<file path="src/rtl/stt_pkg.sv">
// stt_pkg: shared types and constants of the source text tokenizer
// no dependencies; used by stt_scan, stt_result_buf and source_text_tokenizer
`default_nettype none

package stt_pkg;

    // result kinds
    localparam logic [1:0] KIND_TOKEN = 2'd0;
    localparam logic [1:0] KIND_CHAR  = 2'd1;
    localparam logic [1:0] KIND_ERROR = 2'd2;

    // token types
    localparam logic [3:0] T_INT    = 4'd0;
    localparam logic [3:0] T_FLOAT  = 4'd1;
    localparam logic [3:0] T_STRING = 4'd2;
    localparam logic [3:0] T_WORD   = 4'd3;
    localparam logic [3:0] T_LPAREN = 4'd4;
    localparam logic [3:0] T_RPAREN = 4'd5;
    localparam logic [3:0] T_LBRACE = 4'd6;
    localparam logic [3:0] T_RBRACE = 4'd7;
    localparam logic [3:0] T_COLON  = 4'd8;
    localparam logic [3:0] T_ARROW  = 4'd9;
    localparam logic [3:0] T_EOF    = 4'd10;

    // error codes
    localparam logic ERR_ESCAPE = 1'b0;
    localparam logic ERR_UNTERM = 1'b1;

    // input opcodes
    localparam logic OP_BYTE = 1'b0;
    localparam logic OP_END  = 1'b1;

    // characters
    localparam logic [7:0] CH_SPACE  = 8'h20;
    localparam logic [7:0] CH_TAB    = 8'h09;
    localparam logic [7:0] CH_CR     = 8'h0d;
    localparam logic [7:0] CH_LF     = 8'h0a;
    localparam logic [7:0] CH_LPAREN = 8'h28;
    localparam logic [7:0] CH_RPAREN = 8'h29;
    localparam logic [7:0] CH_LBRACE = 8'h7b;
    localparam logic [7:0] CH_RBRACE = 8'h7d;
    localparam logic [7:0] CH_COLON  = 8'h3a;
    localparam logic [7:0] CH_QUOTE  = 8'h22;
    localparam logic [7:0] CH_MINUS  = 8'h2d;
    localparam logic [7:0] CH_PLUS   = 8'h2b;
    localparam logic [7:0] CH_GT     = 8'h3e;
    localparam logic [7:0] CH_DOT    = 8'h2e;
    localparam logic [7:0] CH_BSLASH = 8'h5c;
    localparam logic [7:0] CH_ZERO   = 8'h30;
    localparam logic [7:0] CH_NINE   = 8'h39;
    localparam logic [7:0] CH_LOW_E  = 8'h65;
    localparam logic [7:0] CH_UP_E   = 8'h45;
    localparam logic [7:0] CH_LOW_N  = 8'h6e;
    localparam logic [7:0] CH_LOW_T  = 8'h74;
    localparam logic [7:0] CH_LOW_R  = 8'h72;

    // results one input item can cause, at most
    localparam int MAX_RES = 4;

    typedef struct packed {
        logic [1:0]  kind;
        logic [3:0]  token_type;
        logic [31:0] token_start;
        logic [31:0] token_length;
        logic [31:0] token_line;
        logic [63:0] int_value;
        logic [7:0]  char_value;
        logic        error_code;
    } result_t;

    typedef struct packed {
        logic [2:0]               count;
        result_t [MAX_RES-1:0]    res;
    } batch_t;

endpackage

`default_nettype wire

</file>
<file path="src/rtl/source_text_tokenizer.sv">
// source_text_tokenizer: top level, input register, scanner and result buffer
// depends on stt_pkg, stt_scan, stt_result_buf
//
//  channel | fields                                   | accepted when
//  s_      | tuser: opcode; tdata: src_byte           | s_tvalid && s_tready
//  m_      | tuser: kind; tdata: type..error; tlast   | m_tvalid && m_tready
//
// one item per cycle while the result side keeps up: an item goes input register -> scanner step -> result register
// an item causing several results holds the input side until its last result is taken (one result a transfer)
// synchronous active-low reset returns the scanner to line 1, offset 0, not halted
// a stalled result side keeps the next item in the input register; tready drops after that
`default_nettype none

module source_text_tokenizer
    import stt_pkg::*;
#(
    parameter int POS_BITS  = 32,
    parameter int LINE_BITS = 32
) (
    input  wire logic         aclk,
    input  wire logic         aresetn,
    input  wire logic         s_tvalid,
    output logic              s_tready,
    input  wire logic [7:0]   s_tdata,   // [7:0] src_byte
    input  wire logic         s_tuser,   // [0] opcode
    output logic              m_tvalid,
    input  wire logic         m_tready,
    output logic [175:0]      m_tdata,   // [3:0] token_type, [35:4] token_start,
                                         // [67:36] token_length, [99:68] token_line,
                                         // [163:100] int_value, [171:164] char_value,
                                         // [172] error_code
    output logic [1:0]        m_tuser,   // [1:0] kind
    output logic              m_tlast    // last_of_run
);

    logic       in_valid_reg;
    logic       in_op_reg;
    logic [7:0] in_byte_reg;
    logic       can_load;
    logic       fire;
    batch_t     batch;

    assign fire     = in_valid_reg && can_load;
    assign s_tready = !in_valid_reg || fire;

    // input register
    always_ff @(posedge aclk) begin
        if (!aresetn) begin
            in_valid_reg <= 1'b0;
        end else if (s_tready) begin
            in_valid_reg <= s_tvalid;
        end
    end

    always_ff @(posedge aclk) begin
        if (s_tready && s_tvalid) begin
            in_op_reg   <= s_tuser;
            in_byte_reg <= s_tdata;
        end
    end

    stt_scan #(
        .POS_BITS  (POS_BITS),
        .LINE_BITS (LINE_BITS)
    ) u_scan (
        .aclk     (aclk),
        .aresetn  (aresetn),
        .fire     (fire),
        .op       (in_op_reg),
        .src_byte (in_byte_reg),
        .batch    (batch)
    );

    stt_result_buf u_buf (
        .aclk     (aclk),
        .aresetn  (aresetn),
        .load     (fire),
        .batch    (batch),
        .can_load (can_load),
        .m_tvalid (m_tvalid),
        .m_tready (m_tready),
        .m_tdata  (m_tdata),
        .m_tuser  (m_tuser),
        .m_tlast  (m_tlast)
    );

endmodule

`default_nettype wire

</file>
<file path="src/rtl/stt_scan.sv">
// stt_scan: scanner state and the step logic, of up to three passes, for one item
// depends on stt_pkg
`default_nettype none

module stt_scan
    import stt_pkg::*;
#(
    parameter int POS_BITS  = 32,
    parameter int LINE_BITS = 32
) (
    input  wire logic       aclk,
    input  wire logic       aresetn,
    input  wire logic       fire,
    input  wire logic       op,
    input  wire logic [7:0] src_byte,
    output batch_t          batch
);

    typedef enum logic [3:0] {
        M_IDLE, M_MINUS, M_INT, M_FRAC, M_EXP0, M_EXP1, M_EXPD, M_WORD, M_STR, M_ESC
    } mode_t;

    localparam int F_NEG  = 0;
    localparam int F_OVF  = 1;
    localparam int F_FRAC = 2;
    localparam int F_EXP  = 3;

    mode_t                mode_reg, mode_next;
    logic [POS_BITS-1:0]  pos_reg, pos_next;
    logic [LINE_BITS-1:0] line_reg, line_next;
    logic [POS_BITS-1:0]  start_reg, start_next;
    logic [LINE_BITS-1:0] tline_reg, tline_next;
    logic [63:0]          accum_reg, accum_next;
    logic [3:0]           flags_reg, flags_next;
    logic [1:0]           held_reg, held_next;
    logic                 halted_reg, halted_next;

    function automatic logic [31:0] pos32(input logic [POS_BITS-1:0] v);
        logic [63:0] t;
        t = 64'(v);
        return t[31:0];
    endfunction

    function automatic logic [31:0] line32(input logic [LINE_BITS-1:0] v);
        logic [63:0] t;
        t = 64'(v);
        return t[31:0];
    endfunction

    function automatic logic is_ws(input logic [7:0] b);
        return b == CH_SPACE || b == CH_TAB || b == CH_CR || b == CH_LF;
    endfunction

    function automatic logic is_digit(input logic [7:0] b);
        return b >= CH_ZERO && b <= CH_NINE;
    endfunction

    function automatic logic is_stop(input logic [7:0] b);
        return is_ws(b) || b == CH_LPAREN || b == CH_RPAREN || b == CH_LBRACE ||
               b == CH_RBRACE || b == CH_QUOTE || b == CH_COLON;
    endfunction

    // accumulate one decimal digit; top bit flags overflow
    function automatic logic [64:0] add_digit(input logic [63:0] acc, input logic neg,
                                              input logic ovf, input logic [7:0] b);
        logic [67:0] t;
        logic [67:0] lim;
        logic [64:0] r;
        t = ({4'b0, acc} << 3) + ({4'b0, acc} << 1) + 68'(b - CH_ZERO);
        lim = neg ? 68'h0_8000_0000_0000_0000 : 68'h0_7fff_ffff_ffff_ffff;
        if (ovf || t > lim) begin
            r = {1'b1, acc};
        end else begin
            r = {1'b0, t[63:0]};
        end
        return r;
    endfunction

    function automatic result_t mk(input logic [1:0] kind, input logic [3:0] tt,
                                   input logic [31:0] st, input logic [31:0] len,
                                   input logic [31:0] ln, input logic [63:0] iv,
                                   input logic [7:0] ch, input logic err);
        result_t r;
        r.kind = kind;
        r.token_type = tt;
        r.token_start = st;
        r.token_length = len;
        r.token_line = ln;
        r.int_value = iv;
        r.char_value = ch;
        r.error_code = err;
        return r;
    endfunction

    // step logic: new state and the results of one item
    always_comb begin
        logic [POS_BITS-1:0] p;
        logic [POS_BITS-1:0] len;
        logic [64:0]         ad;
        logic                go;
        logic                ch_ok;
        logic [7:0]          ch;
        mode_next   = mode_reg;
        pos_next    = pos_reg;
        line_next   = line_reg;
        start_next  = start_reg;
        tline_next  = tline_reg;
        accum_next  = accum_reg;
        flags_next  = flags_reg;
        held_next   = held_reg;
        halted_next = halted_reg;
        batch       = '0;
        p           = pos_reg;
        len         = '0;
        ad          = '0;
        go          = 1'b0;
        ch_ok       = 1'b0;
        ch          = '0;

        if (fire && !halted_reg) begin
            if (op == OP_BYTE) begin
                pos_next = pos_reg + 1'b1;
            end

            // exponent without digits: number ends, held bytes restart a word
            if ((mode_next == M_EXP0 || mode_next == M_EXP1) &&
                (op == OP_END || !(is_digit(src_byte) ||
                 (mode_next == M_EXP0 && (src_byte == CH_PLUS || src_byte == CH_MINUS))))) begin
                len = p - POS_BITS'(held_next) - start_next;
                if (flags_next[F_OVF] || flags_next[F_FRAC] || flags_next[F_EXP]) begin
                    batch.res[batch.count[1:0]] = mk(KIND_TOKEN, T_FLOAT, pos32(start_next),
                        pos32(len), line32(tline_next), '0, '0, 1'b0);
                end else begin
                    batch.res[batch.count[1:0]] = mk(KIND_TOKEN, T_INT, pos32(start_next),
                        pos32(len), line32(tline_next),
                        flags_next[F_NEG] ? 64'd0 - accum_next : accum_next, '0, 1'b0);
                end
                batch.count = batch.count + 1'b1;
                start_next = p - POS_BITS'(held_next);
                tline_next = line_next;
                flags_next = '0;
                accum_next = '0;
                held_next  = '0;
                mode_next  = M_WORD;
            end

            if (op == OP_END) begin
                // close the open token, then end of file; an open string instead gives an error and halts
                case (mode_next)
                    M_MINUS, M_WORD: begin
                        batch.res[batch.count[1:0]] = mk(KIND_TOKEN, T_WORD, pos32(start_next),
                            pos32(p - start_next), line32(tline_next), '0, '0, 1'b0);
                        batch.count = batch.count + 1'b1;
                    end
                    M_INT, M_FRAC, M_EXPD: begin
                        len = p - start_next;
                        if (flags_next[F_OVF] || flags_next[F_FRAC] || flags_next[F_EXP]) begin
                            batch.res[batch.count[1:0]] = mk(KIND_TOKEN, T_FLOAT,
                                pos32(start_next), pos32(len), line32(tline_next), '0, '0, 1'b0);
                        end else begin
                            batch.res[batch.count[1:0]] = mk(KIND_TOKEN, T_INT,
                                pos32(start_next), pos32(len), line32(tline_next),
                                flags_next[F_NEG] ? 64'd0 - accum_next : accum_next, '0, 1'b0);
                        end
                        batch.count = batch.count + 1'b1;
                    end
                    M_STR, M_ESC: begin
                        batch.res[batch.count[1:0]] = mk(KIND_ERROR, T_STRING, pos32(start_next),
                            '0, line32(tline_next), '0, '0, ERR_UNTERM);
                        batch.count = batch.count + 1'b1;
                        halted_next = 1'b1;
                    end
                    default: begin
                    end
                endcase
                if (!halted_next) begin
                    batch.res[batch.count[1:0]] = mk(KIND_TOKEN, T_EOF, pos32(p), '0,
                        line32(line_next), '0, '0, 1'b0);
                    batch.count = batch.count + 1'b1;
                    mode_next  = M_IDLE;
                    pos_next   = '0;
                    line_next  = LINE_BITS'(1);
                    start_next = '0;
                    tline_next = LINE_BITS'(1);
                    accum_next = '0;
                    flags_next = '0;
                    held_next  = '0;
                end
            end else begin
                // byte: up to three passes as a token closes and the byte restarts
                go = 1'b1;
                for (int i = 0; i < 3; i++) begin
                    if (go) begin
                        case (mode_next)
                            M_IDLE: begin
                                go = 1'b0;
                                if (is_ws(src_byte)) begin
                                    if (src_byte == CH_LF && line_next != '1) begin
                                        line_next = line_next + 1'b1;
                                    end
                                end else if (src_byte == CH_LPAREN || src_byte == CH_RPAREN ||
                                             src_byte == CH_LBRACE || src_byte == CH_RBRACE ||
                                             src_byte == CH_COLON) begin
                                    batch.res[batch.count[1:0]] = mk(KIND_TOKEN,
                                        src_byte == CH_LPAREN ? T_LPAREN :
                                        src_byte == CH_RPAREN ? T_RPAREN :
                                        src_byte == CH_LBRACE ? T_LBRACE :
                                        src_byte == CH_RBRACE ? T_RBRACE : T_COLON,
                                        pos32(p), 32'd1, line32(line_next), '0, '0, 1'b0);
                                    batch.count = batch.count + 1'b1;
                                end else begin
                                    tline_next = line_next;
                                    if (src_byte == CH_QUOTE) begin
                                        start_next = p + 1'b1;
                                        mode_next  = M_STR;
                                    end else begin
                                        start_next = p;
                                        flags_next = '0;
                                        accum_next = '0;
                                        if (is_digit(src_byte)) begin
                                            ad = add_digit(64'd0, 1'b0, 1'b0, src_byte);
                                            flags_next[F_OVF] = ad[64];
                                            accum_next = ad[63:0];
                                            mode_next = M_INT;
                                        end else begin
                                            mode_next = (src_byte == CH_MINUS) ? M_MINUS : M_WORD;
                                        end
                                    end
                                end
                            end
                            M_MINUS: begin
                                if (is_digit(src_byte)) begin
                                    go = 1'b0;
                                    flags_next = '0;
                                    flags_next[F_NEG] = 1'b1;
                                    ad = add_digit(accum_next, 1'b1, 1'b0, src_byte);
                                    flags_next[F_OVF] = ad[64];
                                    accum_next = ad[63:0];
                                    mode_next = M_INT;
                                end else if (src_byte == CH_GT) begin
                                    go = 1'b0;
                                    batch.res[batch.count[1:0]] = mk(KIND_TOKEN, T_ARROW,
                                        pos32(start_next), 32'd2, line32(tline_next), '0, '0, 1'b0);
                                    batch.count = batch.count + 1'b1;
                                    mode_next = M_IDLE;
                                end else begin
                                    mode_next = M_WORD;
                                end
                            end
                            M_WORD: begin
                                if (!is_stop(src_byte)) begin
                                    go = 1'b0;
                                end else begin
                                    batch.res[batch.count[1:0]] = mk(KIND_TOKEN, T_WORD,
                                        pos32(start_next), pos32(p - start_next),
                                        line32(tline_next), '0, '0, 1'b0);
                                    batch.count = batch.count + 1'b1;
                                    mode_next = M_IDLE;
                                end
                            end
                            M_INT, M_FRAC, M_EXPD: begin
                                if (is_digit(src_byte)) begin
                                    go = 1'b0;
                                    if (mode_next == M_INT) begin
                                        ad = add_digit(accum_next, flags_next[F_NEG],
                                                       flags_next[F_OVF], src_byte);
                                        flags_next[F_OVF] = ad[64];
                                        accum_next = ad[63:0];
                                    end
                                end else if (mode_next == M_INT && src_byte == CH_DOT) begin
                                    go = 1'b0;
                                    flags_next[F_FRAC] = 1'b1;
                                    mode_next = M_FRAC;
                                end else if (mode_next != M_EXPD &&
                                             (src_byte == CH_LOW_E || src_byte == CH_UP_E)) begin
                                    go = 1'b0;
                                    held_next = 2'd1;
                                    mode_next = M_EXP0;
                                end else begin
                                    len = p - start_next;
                                    if (flags_next[F_OVF] || flags_next[F_FRAC] ||
                                        flags_next[F_EXP]) begin
                                        batch.res[batch.count[1:0]] = mk(KIND_TOKEN, T_FLOAT,
                                            pos32(start_next), pos32(len), line32(tline_next),
                                            '0, '0, 1'b0);
                                    end else begin
                                        batch.res[batch.count[1:0]] = mk(KIND_TOKEN, T_INT,
                                            pos32(start_next), pos32(len), line32(tline_next),
                                            flags_next[F_NEG] ? 64'd0 - accum_next : accum_next,
                                            '0, 1'b0);
                                    end
                                    batch.count = batch.count + 1'b1;
                                    mode_next = M_IDLE;
                                end
                            end
                            M_EXP0, M_EXP1: begin
                                // the give-back case is handled ahead of the passes
                                go = 1'b0;
                                if (is_digit(src_byte)) begin
                                    flags_next[F_EXP] = 1'b1;
                                    held_next = '0;
                                    mode_next = M_EXPD;
                                end else begin
                                    held_next = 2'd2;
                                    mode_next = M_EXP1;
                                end
                            end
                            M_STR: begin
                                go = 1'b0;
                                if (src_byte == CH_QUOTE) begin
                                    batch.res[batch.count[1:0]] = mk(KIND_TOKEN, T_STRING,
                                        pos32(start_next), pos32(p - start_next),
                                        line32(tline_next), '0, '0, 1'b0);
                                    batch.count = batch.count + 1'b1;
                                    mode_next = M_IDLE;
                                end else if (src_byte == CH_BSLASH) begin
                                    mode_next = M_ESC;
                                end else begin
                                    batch.res[batch.count[1:0]] = mk(KIND_CHAR, T_STRING,
                                        pos32(start_next), '0, line32(tline_next), '0,
                                        src_byte, 1'b0);
                                    batch.count = batch.count + 1'b1;
                                end
                            end
                            M_ESC: begin
                                go = 1'b0;
                                ch_ok = 1'b1;
                                case (src_byte)
                                    CH_LOW_N: ch = CH_LF;
                                    CH_LOW_T: ch = CH_TAB;
                                    CH_LOW_R: ch = CH_CR;
                                    CH_BSLASH: ch = CH_BSLASH;
                                    CH_QUOTE: ch = CH_QUOTE;
                                    CH_ZERO: ch = 8'd0;
                                    default: ch_ok = 1'b0;
                                endcase
                                if (ch_ok) begin
                                    batch.res[batch.count[1:0]] = mk(KIND_CHAR, T_STRING,
                                        pos32(start_next), '0, line32(tline_next), '0, ch, 1'b0);
                                    mode_next = M_STR;
                                end else begin
                                    batch.res[batch.count[1:0]] = mk(KIND_ERROR, T_STRING,
                                        pos32(start_next), '0, line32(tline_next), '0, '0,
                                        ERR_ESCAPE);
                                    halted_next = 1'b1;
                                end
                                batch.count = batch.count + 1'b1;
                            end
                            default: begin
                                mode_next = M_IDLE;
                            end
                        endcase
                    end
                end
            end
        end
    end

    // scanner state
    always_ff @(posedge aclk) begin
        if (!aresetn) begin
            mode_reg   <= M_IDLE;
            pos_reg    <= '0;
            line_reg   <= LINE_BITS'(1);
            start_reg  <= '0;
            tline_reg  <= LINE_BITS'(1);
            accum_reg  <= '0;
            flags_reg  <= '0;
            held_reg   <= '0;
            halted_reg <= 1'b0;
        end else if (fire) begin
            mode_reg   <= mode_next;
            pos_reg    <= pos_next;
            line_reg   <= line_next;
            start_reg  <= start_next;
            tline_reg  <= tline_next;
            accum_reg  <= accum_next;
            flags_reg  <= flags_next;
            held_reg   <= held_next;
            halted_reg <= halted_next;
        end
    end

endmodule

`default_nettype wire

</file>
<file path="src/rtl/stt_result_buf.sv">
// stt_result_buf: result register that holds one item's results and sends them in order
// depends on stt_pkg
`default_nettype none

module stt_result_buf
    import stt_pkg::*;
(
    input  wire logic          aclk,
    input  wire logic          aresetn,
    input  wire logic          load,
    input  batch_t             batch,
    output logic               can_load,
    output logic               m_tvalid,
    input  wire logic          m_tready,
    output logic [175:0]       m_tdata,
    output logic [1:0]         m_tuser,
    output logic               m_tlast
);

    result_t [MAX_RES-1:0] res_reg;
    logic [2:0]            count_reg;
    logic [1:0]            head_reg;
    result_t               cur;

    assign cur      = res_reg[head_reg];
    assign m_tvalid = count_reg != 3'd0;
    assign can_load = count_reg == 3'd0 || (count_reg == 3'd1 && m_tready);
    assign m_tuser  = cur.kind;
    assign m_tlast  = count_reg == 3'd1;
    assign m_tdata  = {3'b000, cur.error_code, cur.char_value, cur.int_value,
                       cur.token_line, cur.token_length, cur.token_start, cur.token_type};

    // load a new batch or step to the next result on each transfer
    always_ff @(posedge aclk) begin
        if (!aresetn) begin
            count_reg <= '0;
            head_reg  <= '0;
        end else if (load) begin
            count_reg <= batch.count;
            head_reg  <= '0;
        end else if (m_tvalid && m_tready) begin
            count_reg <= count_reg - 1'b1;
            head_reg  <= head_reg + 1'b1;
        end
    end

    // payload
    always_ff @(posedge aclk) begin
        if (load) begin
            res_reg <= batch.res;
        end
    end

endmodule

`default_nettype wire
</file>
<file path="config.mk">
export PLATFORM = sky130hd
export DESIGN_NAME = source_text_tokenizer
export DESIGN_NICKNAME = d
export VERILOG_FILES = /design/src/rtl/stt_pkg.sv /design/src/rtl/source_text_tokenizer.sv /design/src/rtl/stt_scan.sv /design/src/rtl/stt_result_buf.sv
export SDC_FILE = /design/constraint.sdc
export NUM_CORES = 2
export LEC_CHECK = 0
export BUFFER_PORTS_ARGS = -buffer_cell sky130_fd_sc_hd__buf_2
export CAP_MARGIN = 10
export CORE_ASPECT_RATIO = 0.9
export CORE_MARGIN = 3
export CORE_UTILIZATION = 25
export DETAILED_ROUTE_END_ITERATION = 8
export GPL_ROUTABILITY_DRIVEN = 1
export GPL_TIMING_DRIVEN = 0
export PLACE_DENSITY = 0.37
export SYNTH_ARGS = -nofsm -noshare
export SYNTH_HDL_FRONTEND = slang
export SYNTH_SLANG_ARGS = --single-unit
export TNS_END_PERCENT = 10
</file>
<file path="constraint.sdc">
create_clock -name aclk -period 33.5 [get_ports aclk]
set_input_delay 3.35 -clock aclk [delete_from_list [all_inputs] [get_ports aclk]]
set_output_delay 3.35 -clock aclk [all_outputs]
set_load 0.01 [all_outputs]
</file>
==> out/metrics.csv <==
stage,metric,value,unit
drt,first_iter_violations,14885,
global_route,grt_max_degree,49,
global_route,gr-total-overflow,0,
die,die_area,303000,µm²
cells_and_area,fin_nets,9638,
drt,wire_per_inst,48.1,µm
power,p_comb_share,53.8,%
drt,drcViolationCount,1,
die,start_util,25.2,%
die,core,295000,µm²
flow_run,drv_cap,19,
power,power_density,71.5,nW/µm²
placement,routabilityCongestion,1.09,
drt,num_vias,85543,
die,die_w,580,µm
power,swShare,50.7,%
synthesis,synth.cell_area,74200,µm²
power,power_leakage,31.0,nW
cells_and_area,largest_reg_flops,698,
placement,dp_cells,13071,
global_route,grt_pass1_vias,77326,
timing,slew_headroom,-11.1,%
synthesis,yosysWarnings,0,
synthesis,syn_inst,8542,
timing,hold_violations,0,
die,dieHeight,523,µm
worst_setup_path,critPathLaunchType,register,
worst_setup_path,cp.required,34200,ps
power,power.internal,3.14,mW
synthesis,synthTopCellsByArea,"edfxtp_1 29%, dfxtp_1 5.6%, mux4_2 5.3%",
clocking,cts_tree,built,
synthesis,avgSynthCellArea,8.69,µm²
power,p_sw,3.22,mW
timing,report.final.slew_viol_count,120,
global_route,grt_pass1_wl,816000,µm
placement,place_ws,14490,ps
drt,viasPerCell,6.40,
placement,portBuffers,189,
power,p_seq_share,24.6,%
clocking,post_cts_buffers,0,
die,rows,189,
die,num_io_pins,194,
synthesis,synth_edf_count,707,
worst_hold_path,min_path_type,reg -> reg,
timing,rsz0062_at_grt,false,
timing,setup_viol,0,
clocking,clockBufferDepth,4,
cells_and_area,stdcell_count,13370,
timing,worst_pin_slew,1670,ps
timing,finClkSkew,153,ps
clocking,clk_pin_slew,70,ps
worst_setup_path,critPathKind,reg -> reg,
power,ir_drop,46.5,µV
worst_setup_path,cpMostUsedCell,clkbuf_1,
clocking,cts_resized,0,
global_route,antenna_found_initial,151,
drt,postRouteAntennaNets,0,
worst_setup_path,worst_path_max_delay_cell,a21oi_1,
cells_and_area,fillers,31500,
synthesis,ys_seq_elements,916,
synthesis,ys_seq_area_share,34.2,%
worst_setup_path,cp-end-kind,register,
timing,period_needed,19440,ps
timing,period_share,58.0,%
cells_and_area,drive_gt1_share,11.6,%
worst_setup_path,path_max_fanout,10,
clocking,cts_root_buffer,clkbuf_16,
drt,postRouteWirelength,643000,µm
synthesis,synth_top_area_cell,edfxtp_1,
clocking,cts_made_buffers,117,
clocking,h-tree-depth,3,
status,violations,"design-rule violations, max-capacitance violations, max-slew violations",
worst_setup_path,crit_family,compound AO/OA/AOI/OAI gates,
synthesis,synth-async-reset-ratio,0,%
worst_setup_path,worstPathArrival,20140,ps
synthesis,yosysUniqueCellTypes,109,
cells_and_area,area_growth,19.8,%
worst_setup_path,cpPeakStageDelay,1040,ps
worst_setup_path,path_buf_inv,14,
timing,clock.fmax,0.0514,GHz
timing,timing.final.ws_setup,14060,ps
clocking,clk_latency,960,ps
synthesis,synth_top_area_share,28.6,%
clocking,numClockSinks,916,
status,status,finished with violations,
global_route,grt_usage,40.6,%
drt,dr.pass1.iters,9,
synthesis,ys.flop_type,edfxtp_1,
clocking,ctsHoldBuffers,0,
placement,dp_hpwl,519000,µm
power,power_frac_clock,21.5,%
placed cells by master, fill, tap and decap left out, types with 84 or more instances in the layout:
| cell | instances |
|---|---|
| a21o_1 | 103 |
| a21oi_1 | 603 |
| a222oi_1 | 85 |
| a22o_1 | 140 |
| a22oi_1 | 341 |
| and2_1 | 84 |
| buf_2 | 234 |
| buf_8 | 94 |
| clkbuf_1 | 545 |
| clkbuf_16 | 120 |
| conb_1 | 225 |
| dfxtp_1 | 209 |
| edfxtp_1 | 707 |
| ha_1 | 270 |
| inv_1 | 271 |
| mux2i_1 | 96 |
| mux4_2 | 174 |
| nand2_1 | 934 |
| nand3_1 | 169 |
| nor2_1 | 694 |
| nor2b_1 | 116 |
| nor3_1 | 190 |
| o21ai_0 | 652 |
| o22ai_1 | 289 |
| xnor2_1 | 196 |
| xor2_1 | 152 |
cell usage after synthesis (all sizes together) (21+ instances only):
master,n
nor4,82
o22ai,292
a31oi,60
mux2i,96
nand4,55
and3,63
a21oi,614
fa,56
a21o,103
dfxtp,209
o21ai,690
a22oi,344
a32oi,24
o221ai,70
a31o,23
a211oi,72
nor2b,116
a22o,140
nand2,935
and2,89
nor2,710
o21a,51
edfxtp,707
or4,33
o21bai,25
a222oi,85
o31ai,45
mux4,174
a21boi,45
nand3,169
xor2,154
ha,270
inv,273
nor3,201
clkbuf,604
nand2b,51
buf,108
or2,33
a221oi,49
xnor2,210
o211ai,43
o22a,21
or3,59
metrics by stage:
step / utilization [%] / total power, mW / hold WS [ps] / area, µm² / TNS [ps]
after floorplan: - / 3.12 / 466 / 75100 / 0
after global placement: 27.4 / 4.86 / 491 / 80900 / -2170
after detailed placement: 28.6 / 4.79 / 497 / 84400 / 0
after CTS: 30.0 / 6.18 / 506 / 88500 / 0
after global routing: 30.1 / 6.41 / 534 / 88800 / 0
final: 30.2 / 6.36 / 512 / 88900 / 0
cell families after synthesis:
logic type      share of synthesized area (%)
flops                                    34.2
fa+ha+maj                                6.06
simple gates                             16.9
mux                                      6.86
compound gates                           26.6
buf+inv                                  5.06
other cells                           0.00505
xor+xnor                                 4.34
worst register-to-register path, delay by kind of cell, from the launching register on:
kind,cells,cell delay [ps]
compound gates,20,7190
fa+ha+maj,4,1530
buf+inv,14,6280
flops,1,660
simple gates,7,3630
path summary, 6_finish.rpt:
check                      start                   end  slack (ps)  cells past startpoint
max               in_byte_reg[4]  u_scan.accum_reg[36]       14060                     45
min          u_scan.tline_reg[6]   u_scan.tline_reg[6]         510                      2
max reg2reg       in_byte_reg[4]  u_scan.accum_reg[36]       14060                     45
min reg2reg  u_scan.tline_reg[6]   u_scan.tline_reg[6]         510                      2
metal layers:
layer / global-route usage (%) / up-vias / wire (µm)
li1: - / 33861 / -
met1: 54.9 / 43545 / 275000
met2: 55.9 / 6485 / 252000
met3: 14.1 / 1596 / 73800
met4: 22.7 / 56 / 42400
met5: 0.0154 / - / 398
area by class of cell:
cell class / instances / area (µm²) / area share, %
diodes: 63 / 158 / 0.177
multi-input cells: 6862 / 46200 / 52.0
repair buffers: 414 / 4280 / 4.81
well taps: 3915 / 4900 / 5.51
plain buffers: 712 / 2850 / 3.20
flip-flops and latches: 916 / 25400 / 28.6
clock buffers: 149 / 3210 / 3.61
inverters: 276 / 1040 / 1.17
clock inverters: 63 / 833 / 0.937
power by group through the flow:
stage	logic, mW	registers (mW)	clock network (mW)
2_1_floorplan	1.43	1.69	0
3_5_place_dp	3.20	1.58	0
6_report	3.42	1.57	1.37
4_1_cts	3.22	1.56	1.40
5_1_grt	3.40	1.58	1.44
3_3_place_gp	3.02	1.84	0
No activity file was read; power rests on OpenSTA's default activity.
